## config.mk

```make
export PLATFORM = sky130hd
export DESIGN_NAME = peer_key_table_upsert
export DESIGN_NICKNAME = d
export VERILOG_FILES = /design/src/hdl/pktu_pkg.sv /design/src/hdl/pktu_ram.sv /design/src/hdl/pktu_datapath.sv /design/src/hdl/pktu_ctrl.sv /design/src/hdl/peer_key_table_upsert.sv
export SDC_FILE = /design/constraint.sdc
export NUM_CORES = 2
export LEC_CHECK = 0
export ABC_AREA = 1
export BUFFER_PORTS_ARGS = -buffer_cell sky130_fd_sc_hd__clkbuf_2
export CELL_PAD_IN_SITES_DETAIL_PLACEMENT = 1
export CELL_PAD_IN_SITES_GLOBAL_PLACEMENT = 2
export CORE_MARGIN = 1
export CORE_UTILIZATION = 39
export DETAILED_ROUTE_END_ITERATION = 8
export PLACE_DENSITY = 0.76
export SETUP_SLACK_MARGIN = 0.02
export SLEW_MARGIN = 20
export SYNTH_ARGS = -nofsm -noshare
export SYNTH_HDL_FRONTEND = slang
export SYNTH_SLANG_ARGS = --single-unit
```

## constraint.sdc

```tcl
create_clock -name clock -period 21.4 [get_ports clock]
set_clock_uncertainty 0.15 [all_clocks]
set_input_delay 2.14 -clock clock [delete_from_list [all_inputs] [get_ports clock]]
set_output_delay 2.14 -clock clock [all_outputs]
set_load 0.05 [all_outputs]
```

## src/hdl/pktu_pkg.sv

```systemverilog
`timescale 1ns / 1ps
`default_nettype none
// ----------------------------------------------------------------------------
// pktu_pkg
// Shared types and constants for the peer key table.
// ----------------------------------------------------------------------------
package pktu_pkg;

   localparam int KEY_W    = 256;
   localparam int STAMP_W  = 32;
   localparam int SLOT_W   = 3;
   localparam int COUNT_W  = 4;
   localparam int STATUS_W = 2;

   localparam logic [STATUS_W-1:0] STATUS_REFRESHED = 2'd0;
   localparam logic [STATUS_W-1:0] STATUS_INSERTED  = 2'd1;
   localparam logic [STATUS_W-1:0] STATUS_REJECTED  = 2'd2;
   localparam logic [STATUS_W-1:0] STATUS_CLEARED   = 2'd3;

   localparam logic OP_CLEAR  = 1'b0;
   localparam logic OP_UPSERT = 1'b1;

   localparam logic [STAMP_W-1:0] STAMP_FIRST = 32'd1;
   localparam logic [STAMP_W-1:0] STAMP_LAST  = 32'hFFFF_FFFF;

   typedef enum logic [2:0] {
      ST_IDLE,
      ST_START,
      ST_READ,
      ST_CMP,
      ST_FINISH
   } state_type;

   typedef enum logic [1:0] {
      KIND_REFRESH,
      KIND_INSERT,
      KIND_REJECT,
      KIND_CLEAR
   } kind_type;

   typedef struct packed {
      logic     load_req;
      logic     inc_idx;
      logic     act;
      kind_type kind;
   } dp_cmd_type;

   typedef struct packed {
      logic op_clear;
      logic used_zero;
      logic full;
      logic match;
      logic last;
      logic out_free;
   } dp_stat_type;

endpackage
`default_nettype wire

```

## src/hdl/pktu_ram.sv

```systemverilog
`timescale 1ns / 1ps
`default_nettype none
// ----------------------------------------------------------------------------
// pktu_ram
// Generic single write port RAM with one registered read port.
// ----------------------------------------------------------------------------
module pktu_ram #(
   parameter int WIDTH  = 8,
   parameter int DEPTH  = 8,
   parameter int ADDR_W = (DEPTH > 1) ? $clog2(DEPTH) : 1
) (
   input  wire logic              clock,
   input  wire logic              wr_en,
   input  wire logic [ADDR_W-1:0] wr_addr,
   input  wire logic [WIDTH-1:0]  wr_data,
   input  wire logic [ADDR_W-1:0] rd_addr,
   output logic      [WIDTH-1:0]  rd_data
);

   logic [WIDTH-1:0] mem_ff [DEPTH];
   logic [WIDTH-1:0] rd_data_ff;

   always_ff @(posedge clock) begin
      if (wr_en) begin
         mem_ff[wr_addr] <= wr_data;
      end
      rd_data_ff <= mem_ff[rd_addr];
   end

   assign rd_data = rd_data_ff;

endmodule
`default_nettype wire

```

## src/hdl/pktu_datapath.sv

```systemverilog
`timescale 1ns / 1ps
`default_nettype none
// ----------------------------------------------------------------------------
// pktu_datapath
// Key RAM, scan index, entry count, sequence counter and result register.
// ----------------------------------------------------------------------------
module pktu_datapath
   import pktu_pkg::*;
#(
   parameter int MAX_PEERS = 8
) (
   input  wire logic                 clock,
   input  wire logic                 reset,
   input  wire dp_cmd_type           cmd,
   output dp_stat_type               stat,
   input  wire logic                 req_operation,
   input  wire logic [63:0]          req_key_word0,
   input  wire logic [63:0]          req_key_word1,
   input  wire logic [63:0]          req_key_word2,
   input  wire logic [63:0]          req_key_word3,
   output logic                      rsp_valid,
   input  wire logic                 rsp_stall,
   output logic [STATUS_W-1:0]       rsp_status,
   output logic [SLOT_W-1:0]         rsp_slot,
   output logic [STAMP_W-1:0]        rsp_stamp,
   output logic [COUNT_W-1:0]        rsp_entry_count
);

   localparam int IDX_W = (MAX_PEERS > 1) ? $clog2(MAX_PEERS) : 1;
   localparam int CNT_W = $clog2(MAX_PEERS + 1);

   logic                op_ff;
   logic [KEY_W-1:0]    key_ff;
   logic [IDX_W-1:0]    idx_ff, idx_in;
   logic [CNT_W-1:0]    used_ff, used_in;
   logic [STAMP_W-1:0]  stamp_ff, stamp_in;
   logic                rsp_valid_ff, rsp_valid_in;
   logic [STATUS_W-1:0] rsp_status_ff, rsp_status_in;
   logic [SLOT_W-1:0]   rsp_slot_ff, rsp_slot_in;
   logic [STAMP_W-1:0]  rsp_stamp_ff, rsp_stamp_in;
   logic [COUNT_W-1:0]  rsp_count_ff, rsp_count_in;

   logic [KEY_W-1:0]    rd_key;
   logic                wr_en;
   logic [IDX_W-1:0]    wr_idx;
   logic [CNT_W-1:0]    idx_inc;
   logic [CNT_W-1:0]    used_inc;
   logic [STAMP_W-1:0]  stamp_next;
   logic [IDX_W+SLOT_W-1:0]  idx_wide, wr_wide;
   logic [CNT_W+COUNT_W-1:0] used_wide, used_inc_wide;

   pktu_ram #(
      .WIDTH (KEY_W),
      .DEPTH (MAX_PEERS)
   ) u_key_ram (
      .clock   (clock),
      .wr_en   (wr_en),
      .wr_addr (wr_idx),
      .wr_data (key_ff),
      .rd_addr (idx_ff),
      .rd_data (rd_key)
   );

   assign idx_inc       = CNT_W'(idx_ff) + CNT_W'(1);
   assign used_inc      = used_ff + CNT_W'(1);
   assign wr_idx        = used_ff[IDX_W-1:0];
   assign stamp_next    = (stamp_ff == STAMP_LAST) ? STAMP_FIRST : stamp_ff + STAMP_W'(1);
   assign idx_wide      = {{SLOT_W{1'b0}}, idx_ff};
   assign wr_wide       = {{SLOT_W{1'b0}}, wr_idx};
   assign used_wide     = {{COUNT_W{1'b0}}, used_ff};
   assign used_inc_wide = {{COUNT_W{1'b0}}, used_inc};
   assign wr_en         = cmd.act && (cmd.kind == KIND_INSERT);

   always_comb begin
      stat.op_clear  = (op_ff == OP_CLEAR);
      stat.used_zero = (used_ff == '0);
      stat.full      = (used_ff == CNT_W'(MAX_PEERS));
      stat.match     = (rd_key == key_ff);
      stat.last      = (idx_inc == used_ff);
      stat.out_free  = !rsp_valid_ff || !rsp_stall;
   end

   always_comb begin
      idx_in        = idx_ff;
      used_in       = used_ff;
      stamp_in      = stamp_ff;
      rsp_valid_in  = rsp_valid_ff && rsp_stall;
      rsp_status_in = rsp_status_ff;
      rsp_slot_in   = rsp_slot_ff;
      rsp_stamp_in  = rsp_stamp_ff;
      rsp_count_in  = rsp_count_ff;
      if (cmd.load_req) begin
         idx_in = '0;
      end else if (cmd.inc_idx) begin
         idx_in = idx_inc[IDX_W-1:0];
      end
      if (cmd.act) begin
         rsp_valid_in = 1'b1;
         rsp_slot_in  = '0;
         rsp_stamp_in = '0;
         rsp_count_in = used_wide[COUNT_W-1:0];
         case (cmd.kind)
            KIND_REFRESH: begin
               rsp_status_in = STATUS_REFRESHED;
               rsp_slot_in   = idx_wide[SLOT_W-1:0];
               rsp_stamp_in  = stamp_ff;
               stamp_in      = stamp_next;
            end
            KIND_INSERT: begin
               rsp_status_in = STATUS_INSERTED;
               rsp_slot_in   = wr_wide[SLOT_W-1:0];
               rsp_stamp_in  = stamp_ff;
               rsp_count_in  = used_inc_wide[COUNT_W-1:0];
               stamp_in      = stamp_next;
               used_in       = used_inc;
            end
            KIND_REJECT: begin
               rsp_status_in = STATUS_REJECTED;
            end
            KIND_CLEAR: begin
               rsp_status_in = STATUS_CLEARED;
               rsp_count_in  = '0;
               used_in       = '0;
               stamp_in      = STAMP_FIRST;
            end
            default: begin
               rsp_status_in = STATUS_REJECTED;
            end
         endcase
      end
   end

   always_ff @(posedge clock) begin
      if (reset) begin
         idx_ff       <= '0;
         used_ff      <= '0;
         stamp_ff     <= STAMP_FIRST;
         rsp_valid_ff <= 1'b0;
      end else begin
         idx_ff       <= idx_in;
         used_ff      <= used_in;
         stamp_ff     <= stamp_in;
         rsp_valid_ff <= rsp_valid_in;
      end
   end

   always_ff @(posedge clock) begin
      if (cmd.load_req) begin
         op_ff  <= req_operation;
         key_ff <= {req_key_word3, req_key_word2, req_key_word1, req_key_word0};
      end
      rsp_status_ff <= rsp_status_in;
      rsp_slot_ff   <= rsp_slot_in;
      rsp_stamp_ff  <= rsp_stamp_in;
      rsp_count_ff  <= rsp_count_in;
   end

   assign rsp_valid       = rsp_valid_ff;
   assign rsp_status      = rsp_status_ff;
   assign rsp_slot        = rsp_slot_ff;
   assign rsp_stamp       = rsp_stamp_ff;
   assign rsp_entry_count = rsp_count_ff;

endmodule
`default_nettype wire

```

## src/hdl/pktu_ctrl.sv

```systemverilog
`timescale 1ns / 1ps
`default_nettype none
// ----------------------------------------------------------------------------
// pktu_ctrl
// Sequencer: takes a beat, scans used entries, then commits one outcome.
// ----------------------------------------------------------------------------
module pktu_ctrl
   import pktu_pkg::*;
(
   input  wire logic        clock,
   input  wire logic        reset,
   input  wire logic        req_valid,
   output logic             req_stall,
   input  wire dp_stat_type stat,
   output dp_cmd_type       cmd
);

   state_type state_ff, state_in;
   kind_type  kind_ff, kind_in;

   always_comb begin
      state_in = state_ff;
      kind_in  = kind_ff;
      case (state_ff)
         ST_IDLE: begin
            if (req_valid) begin
               state_in = ST_START;
            end
         end
         ST_START: begin
            if (stat.op_clear) begin
               kind_in  = KIND_CLEAR;
               state_in = ST_FINISH;
            end else if (stat.used_zero) begin
               kind_in  = stat.full ? KIND_REJECT : KIND_INSERT;
               state_in = ST_FINISH;
            end else begin
               state_in = ST_READ;
            end
         end
         ST_READ: begin
            state_in = ST_CMP;
         end
         ST_CMP: begin
            if (stat.match) begin
               kind_in  = KIND_REFRESH;
               state_in = ST_FINISH;
            end else if (stat.last) begin
               kind_in  = stat.full ? KIND_REJECT : KIND_INSERT;
               state_in = ST_FINISH;
            end else begin
               state_in = ST_READ;
            end
         end
         ST_FINISH: begin
            if (stat.out_free) begin
               state_in = ST_IDLE;
            end
         end
         default: begin
            state_in = ST_IDLE;
         end
      endcase
   end

   always_comb begin
      req_stall    = (state_ff != ST_IDLE);
      cmd.load_req = (state_ff == ST_IDLE) && req_valid;
      cmd.inc_idx  = (state_ff == ST_CMP) && !stat.match && !stat.last;
      cmd.act      = (state_ff == ST_FINISH) && stat.out_free;
      cmd.kind     = kind_ff;
   end

   always_ff @(posedge clock) begin
      if (reset) begin
         state_ff <= ST_IDLE;
         kind_ff  <= KIND_CLEAR;
      end else begin
         state_ff <= state_in;
         kind_ff  <= kind_in;
      end
   end

endmodule
`default_nettype wire

```

## src/hdl/peer_key_table_upsert.sv

```systemverilog
`timescale 1ns / 1ps
`default_nettype none
// ----------------------------------------------------------------------------
// peer_key_table_upsert
// Table of up to MAX_PEERS 256-bit peer keys with a wrapping sequence stamp.
// ----------------------------------------------------------------------------
// One request beat yields exactly one response beat. A clear, or an upsert
// into an empty table, goes from START straight to FINISH, where its
// response is loaded. Any other upsert compares the used entries in order
// until a match or the last one, each in a READ state and then a CMP state,
// as the key RAM has one registered read port. A new request is taken in the
// cycle after the response is loaded, even while that response is still
// stalled. The load waits while the previous response beat is still stalled.
// The key RAM needs no clearing pass: only used entries are ever read.
// Sequence stamps start at 1 after reset or clear and skip 0 on wrap.
// ----------------------------------------------------------------------------
module peer_key_table_upsert
   import pktu_pkg::*;
#(
   parameter int MAX_PEERS = 8
) (
   input  wire logic                clock,
   input  wire logic                reset,
   input  wire logic                req_valid,
   output logic                     req_stall,
   input  wire logic                req_operation,
   input  wire logic [63:0]         req_key_word0,
   input  wire logic [63:0]         req_key_word1,
   input  wire logic [63:0]         req_key_word2,
   input  wire logic [63:0]         req_key_word3,
   output logic                     rsp_valid,
   input  wire logic                rsp_stall,
   output logic [STATUS_W-1:0]      rsp_status,
   output logic [SLOT_W-1:0]        rsp_slot,
   output logic [STAMP_W-1:0]       rsp_stamp,
   output logic [COUNT_W-1:0]       rsp_entry_count
);

   dp_cmd_type  cmd;
   dp_stat_type stat;

   pktu_ctrl u_ctrl (
      .clock     (clock),
      .reset     (reset),
      .req_valid (req_valid),
      .req_stall (req_stall),
      .stat      (stat),
      .cmd       (cmd)
   );

   pktu_datapath #(
      .MAX_PEERS (MAX_PEERS)
   ) u_datapath (
      .clock           (clock),
      .reset           (reset),
      .cmd             (cmd),
      .stat            (stat),
      .req_operation   (req_operation),
      .req_key_word0   (req_key_word0),
      .req_key_word1   (req_key_word1),
      .req_key_word2   (req_key_word2),
      .req_key_word3   (req_key_word3),
      .rsp_valid       (rsp_valid),
      .rsp_stall       (rsp_stall),
      .rsp_status      (rsp_status),
      .rsp_slot        (rsp_slot),
      .rsp_stamp       (rsp_stamp),
      .rsp_entry_count (rsp_entry_count)
   );

endmodule
`default_nettype wire

```

==> results.json <==
{
  "status": "finished, final reports clean",
  "viasPerCell": 5.208,
  "ctsHtreeMaxLevel": 5,
  "die_h_um": 507.2,
  "arrival_ns": 6.22,
  "synth_edf_count": 2346,
  "crit_fanout": 53,
  "netlist_top_cells_area": "edfxtp_1, nor2_1, dfxtp_1",
  "core_area_um2": 253900,
  "avgSynthCellArea_um2": 12.75,
  "drc": 0,
  "timing.rr.end": "u_datapath.u_key_ram.rd_data[61]",
  "drv_slew": 0,
  "clockRootBuffer": "clkbuf_16",
  "setup_violations": 0,
  "rows": 185,
  "hold_path_class": "register to register",
  "firstDrtPassIters": 5,
  "cts_tree": "built",
  "clkPwrFrac_pct": 44.6,
  "max_cap_violations": 0,
  "worst_pin_slew_ns": 1.172,
  "antenna_found_initial": 5,
  "synth_flop_cell": "edfxtp_1",
  "yosysTopAreaCell": "edfxtp_1",
  "ys_ff_latch": 2647,
  "synthDistinctLibCells": 38,
  "fin_total_pwr_mw": 10.74,
  "layout-drive-gt1-share_pct": 9.959,
  "setup_tns_ns": 0,
  "cts_buffers": 296,
  "wl_per_cell_um": 21.74,
  "required_ns": 21.79,
  "worstSetupPathType": "primary input to register",
  "synth.net_count": 8069,
  "fin_crit_ns": 5.826,
  "ant_nets": 0,
  "crit_path_end": "u_datapath.u_key_ram.mem_ff[4][126]",
  "grt_overflow": 0,
  "yosysSeqAreaShare_pct": 76.84,
  "synthToLayoutAreaGrowth_pct": 13.98,
  "yosysMostFrequentCell": "edfxtp_1",
  "cts.sinks": 2647,
  "pwr-share-seq_pct": 54.0,
  "relSlewSlack_pct": 21.84,
  "io_pins": 304,
  "critPathSlowestCell": "buf_4",
  "pre_cts_ws_ns": 14.56,
  "regToRegSetupSlack_ns": 15.58,
  "end_kind": "register",
  "die_w_um": 507.2,
  "finalNonFillerCells": 11660,
  "start_util_pct": 39.19,
  "groute.usage.overall_pct": 19.50,
  "synth_async_sr_flop_share_pct": 0,
  "port_buffers": 303,
  "postCtsSetupRepairBufs": 0,
  "syn_inst": 7804,
  "rr_worst_depth": 9,
  "grt_pass1_wl_um": 387100,
  "hold_viol": 0,
  "fin_ws_ns": 15.57,
  "synth_top_area_share_pct": 70.79,
  "rsz0062_at_grt": "false",
  "synth_common_cells": "edfxtp_1, nor2_1, o21ai_0, nand2_1, clkbuf_1",
  "num_vias": 60740,
  "netlist_area_um2": 99520,
  "ctsHoldBuffers": 0,
  "yosysWarnings": 0,
  "combPwrFrac_pct": 1.4,
  "dp.cells": 11140,
  "power.internal_mw": 8.550,
  "drtIter0Drc": 3997,
  "p_sw_mw": 2.191,
  "worstPathCellList": "clkbuf_2, nand2_1, nand2_1, nor2_1, nand2_1, nor3_2, buf_4, buf_4, buf_4",
  "die-area_um2": 257200,
  "grt_max_degree": 205,
  "max_stage_delay_ns": 0.85,
  "path_clk_slew_ns": 0.06,
  "cts_buffer_depth": 4,
  "insertion_delay_ns": 0.93,
  "post_cts_resized": 0,
  "setup.worst_path.start_class": "primary input",
  "r2r-start": "u_datapath.idx_ff[0]",
  "grt_pass1_vias": 64530,
  "cp-startpoint": "rsp_stall",
  "gp_congestion": 0.7565,
  "powerDensity_nw_per_um2": 94.70,
  "fmax_mhz": 171.6,
  "routed_wl_um": 253500,
  "p_leak_nw": 39.29,
  "hpwl_um": 134200,
  "peakVddDrop_mv": 0.06913,
  "period_share_pct": 27.23,
  "power_switching_share_pct": 20.40,
  "layout.nets": 8341
}
-- layout make-up --
type / instances / area (um2)
fillers: 26040 / 140500
flip-flops and latches: 2647 / 76480
multi-input cells: 4458 / 20360
clock buffers: 416 / 8122
well taps: 3366 / 4212
repair buffers: 387 / 2276
inverters: 286 / 1096
clock inverters: 100 / 878.3
diodes: 3 / 7.507
-- power by group through the flow --
stage               clock, mW  sequential (mW)  combinational (mW)
global placement            0             5.91               0.146
floorplan                   0             5.88              0.0739
global route             5.08             5.81               0.164
CTS                      4.91             5.81               0.150
detailed placement          0             5.91               0.149
finish                   4.79             5.80               0.146
-- routing by layer --
layer,wire length (um),track usage [%],vias to the layer above
li1,-,-,28170
met1,116700,26.18,31160
met2,121500,32.79,1006
met3,7825,2.494,406
met4,7510,6.367,4
met5,25,0,-
-- how the worst min path moves through the flow --
| stage | from | to | slack [ns] | cells after the start |
|---|---|---|---|---|
| after floorplan | u_datapath.stamp_ff[15] | u_datapath.stamp_ff[15] | 0.31 | 2 |
| after CTS | u_datapath.stamp_ff[15] | u_datapath.stamp_ff[15] | 0.35 | 2 |
| after global routing | u_datapath.stamp_ff[25] | u_datapath.stamp_ff[25] | 0.38 | 2 |
| final | u_datapath.stamp_ff[25] | u_datapath.stamp_ff[25] | 0.34 | 2 |
| after detailed placement | u_datapath.stamp_ff[15] | u_datapath.stamp_ff[15] | 0.34 | 2 |
| after global placement | u_datapath.stamp_ff[26] | u_datapath.stamp_ff[26] | 0.32 | 2 |
-- registers in the layout (all words and copies together) (netlist names) --
register / cells
u_ctrl.kind_ff: 2
u_ctrl.state_ff: 3
u_datapath.idx_ff: 3
u_datapath.key_ff: 256
u_datapath.op_ff: 1
u_datapath.rsp_entry_count: 4
u_datapath.rsp_slot: 3
u_datapath.rsp_stamp: 32
u_datapath.rsp_status: 2
u_datapath.rsp_valid: 1
u_datapath.stamp_ff: 32
u_datapath.u_key_ram.mem_ff: 2048
u_datapath.u_key_ram.rd_data: 256
u_datapath.used_ff: 4
-- logic make-up after synthesis --
| family | share of synthesized area [%] |
|---|---|
| adder cells (fa/ha/maj) | 0.05029 |
| flip-flops | 76.84 |
| AO/OA/AOI/OAI | 8.708 |
| XOR/XNOR | 1.065 |
| AND/OR/NAND/NOR | 10.58 |
| buffers and inverters | 2.751 |
-- placed cells by master, fill, tap and decap left out, drive strengths merged, types with 30 or more instances in the layout --
cell,n
nand2,443
clkbuf,719
xor2,119
o21ai,1041
inv,293
dfxtp,301
clkinv,72
buf,84
a31oi,259
nor2,2217
nand3,30
o22ai,260
edfxtp,2346
-- worst max-delay path, delay by kind of cell --
kind | cells | cell delay, ns
buffers and inverters | 4 | 2.27
and+or+nand+nor | 5 | 1.66
-- metrics by stage --
stage | utilization [%] | hold slack, ns | instance area (um2)
2_1_floorplan | - | 0.3084 | 99520
3_3_place_gp | 41.12 | 0.3203 | 104400
3_5_place_dp | 41.12 | 0.3365 | 104400
4_1_cts | 44.67 | 0.3459 | 113400
5_1_grt | 44.67 | 0.3783 | 113400
6_report | 44.67 | 0.3437 | 113400
No activity file was read; power rests on OpenSTA's default activity.
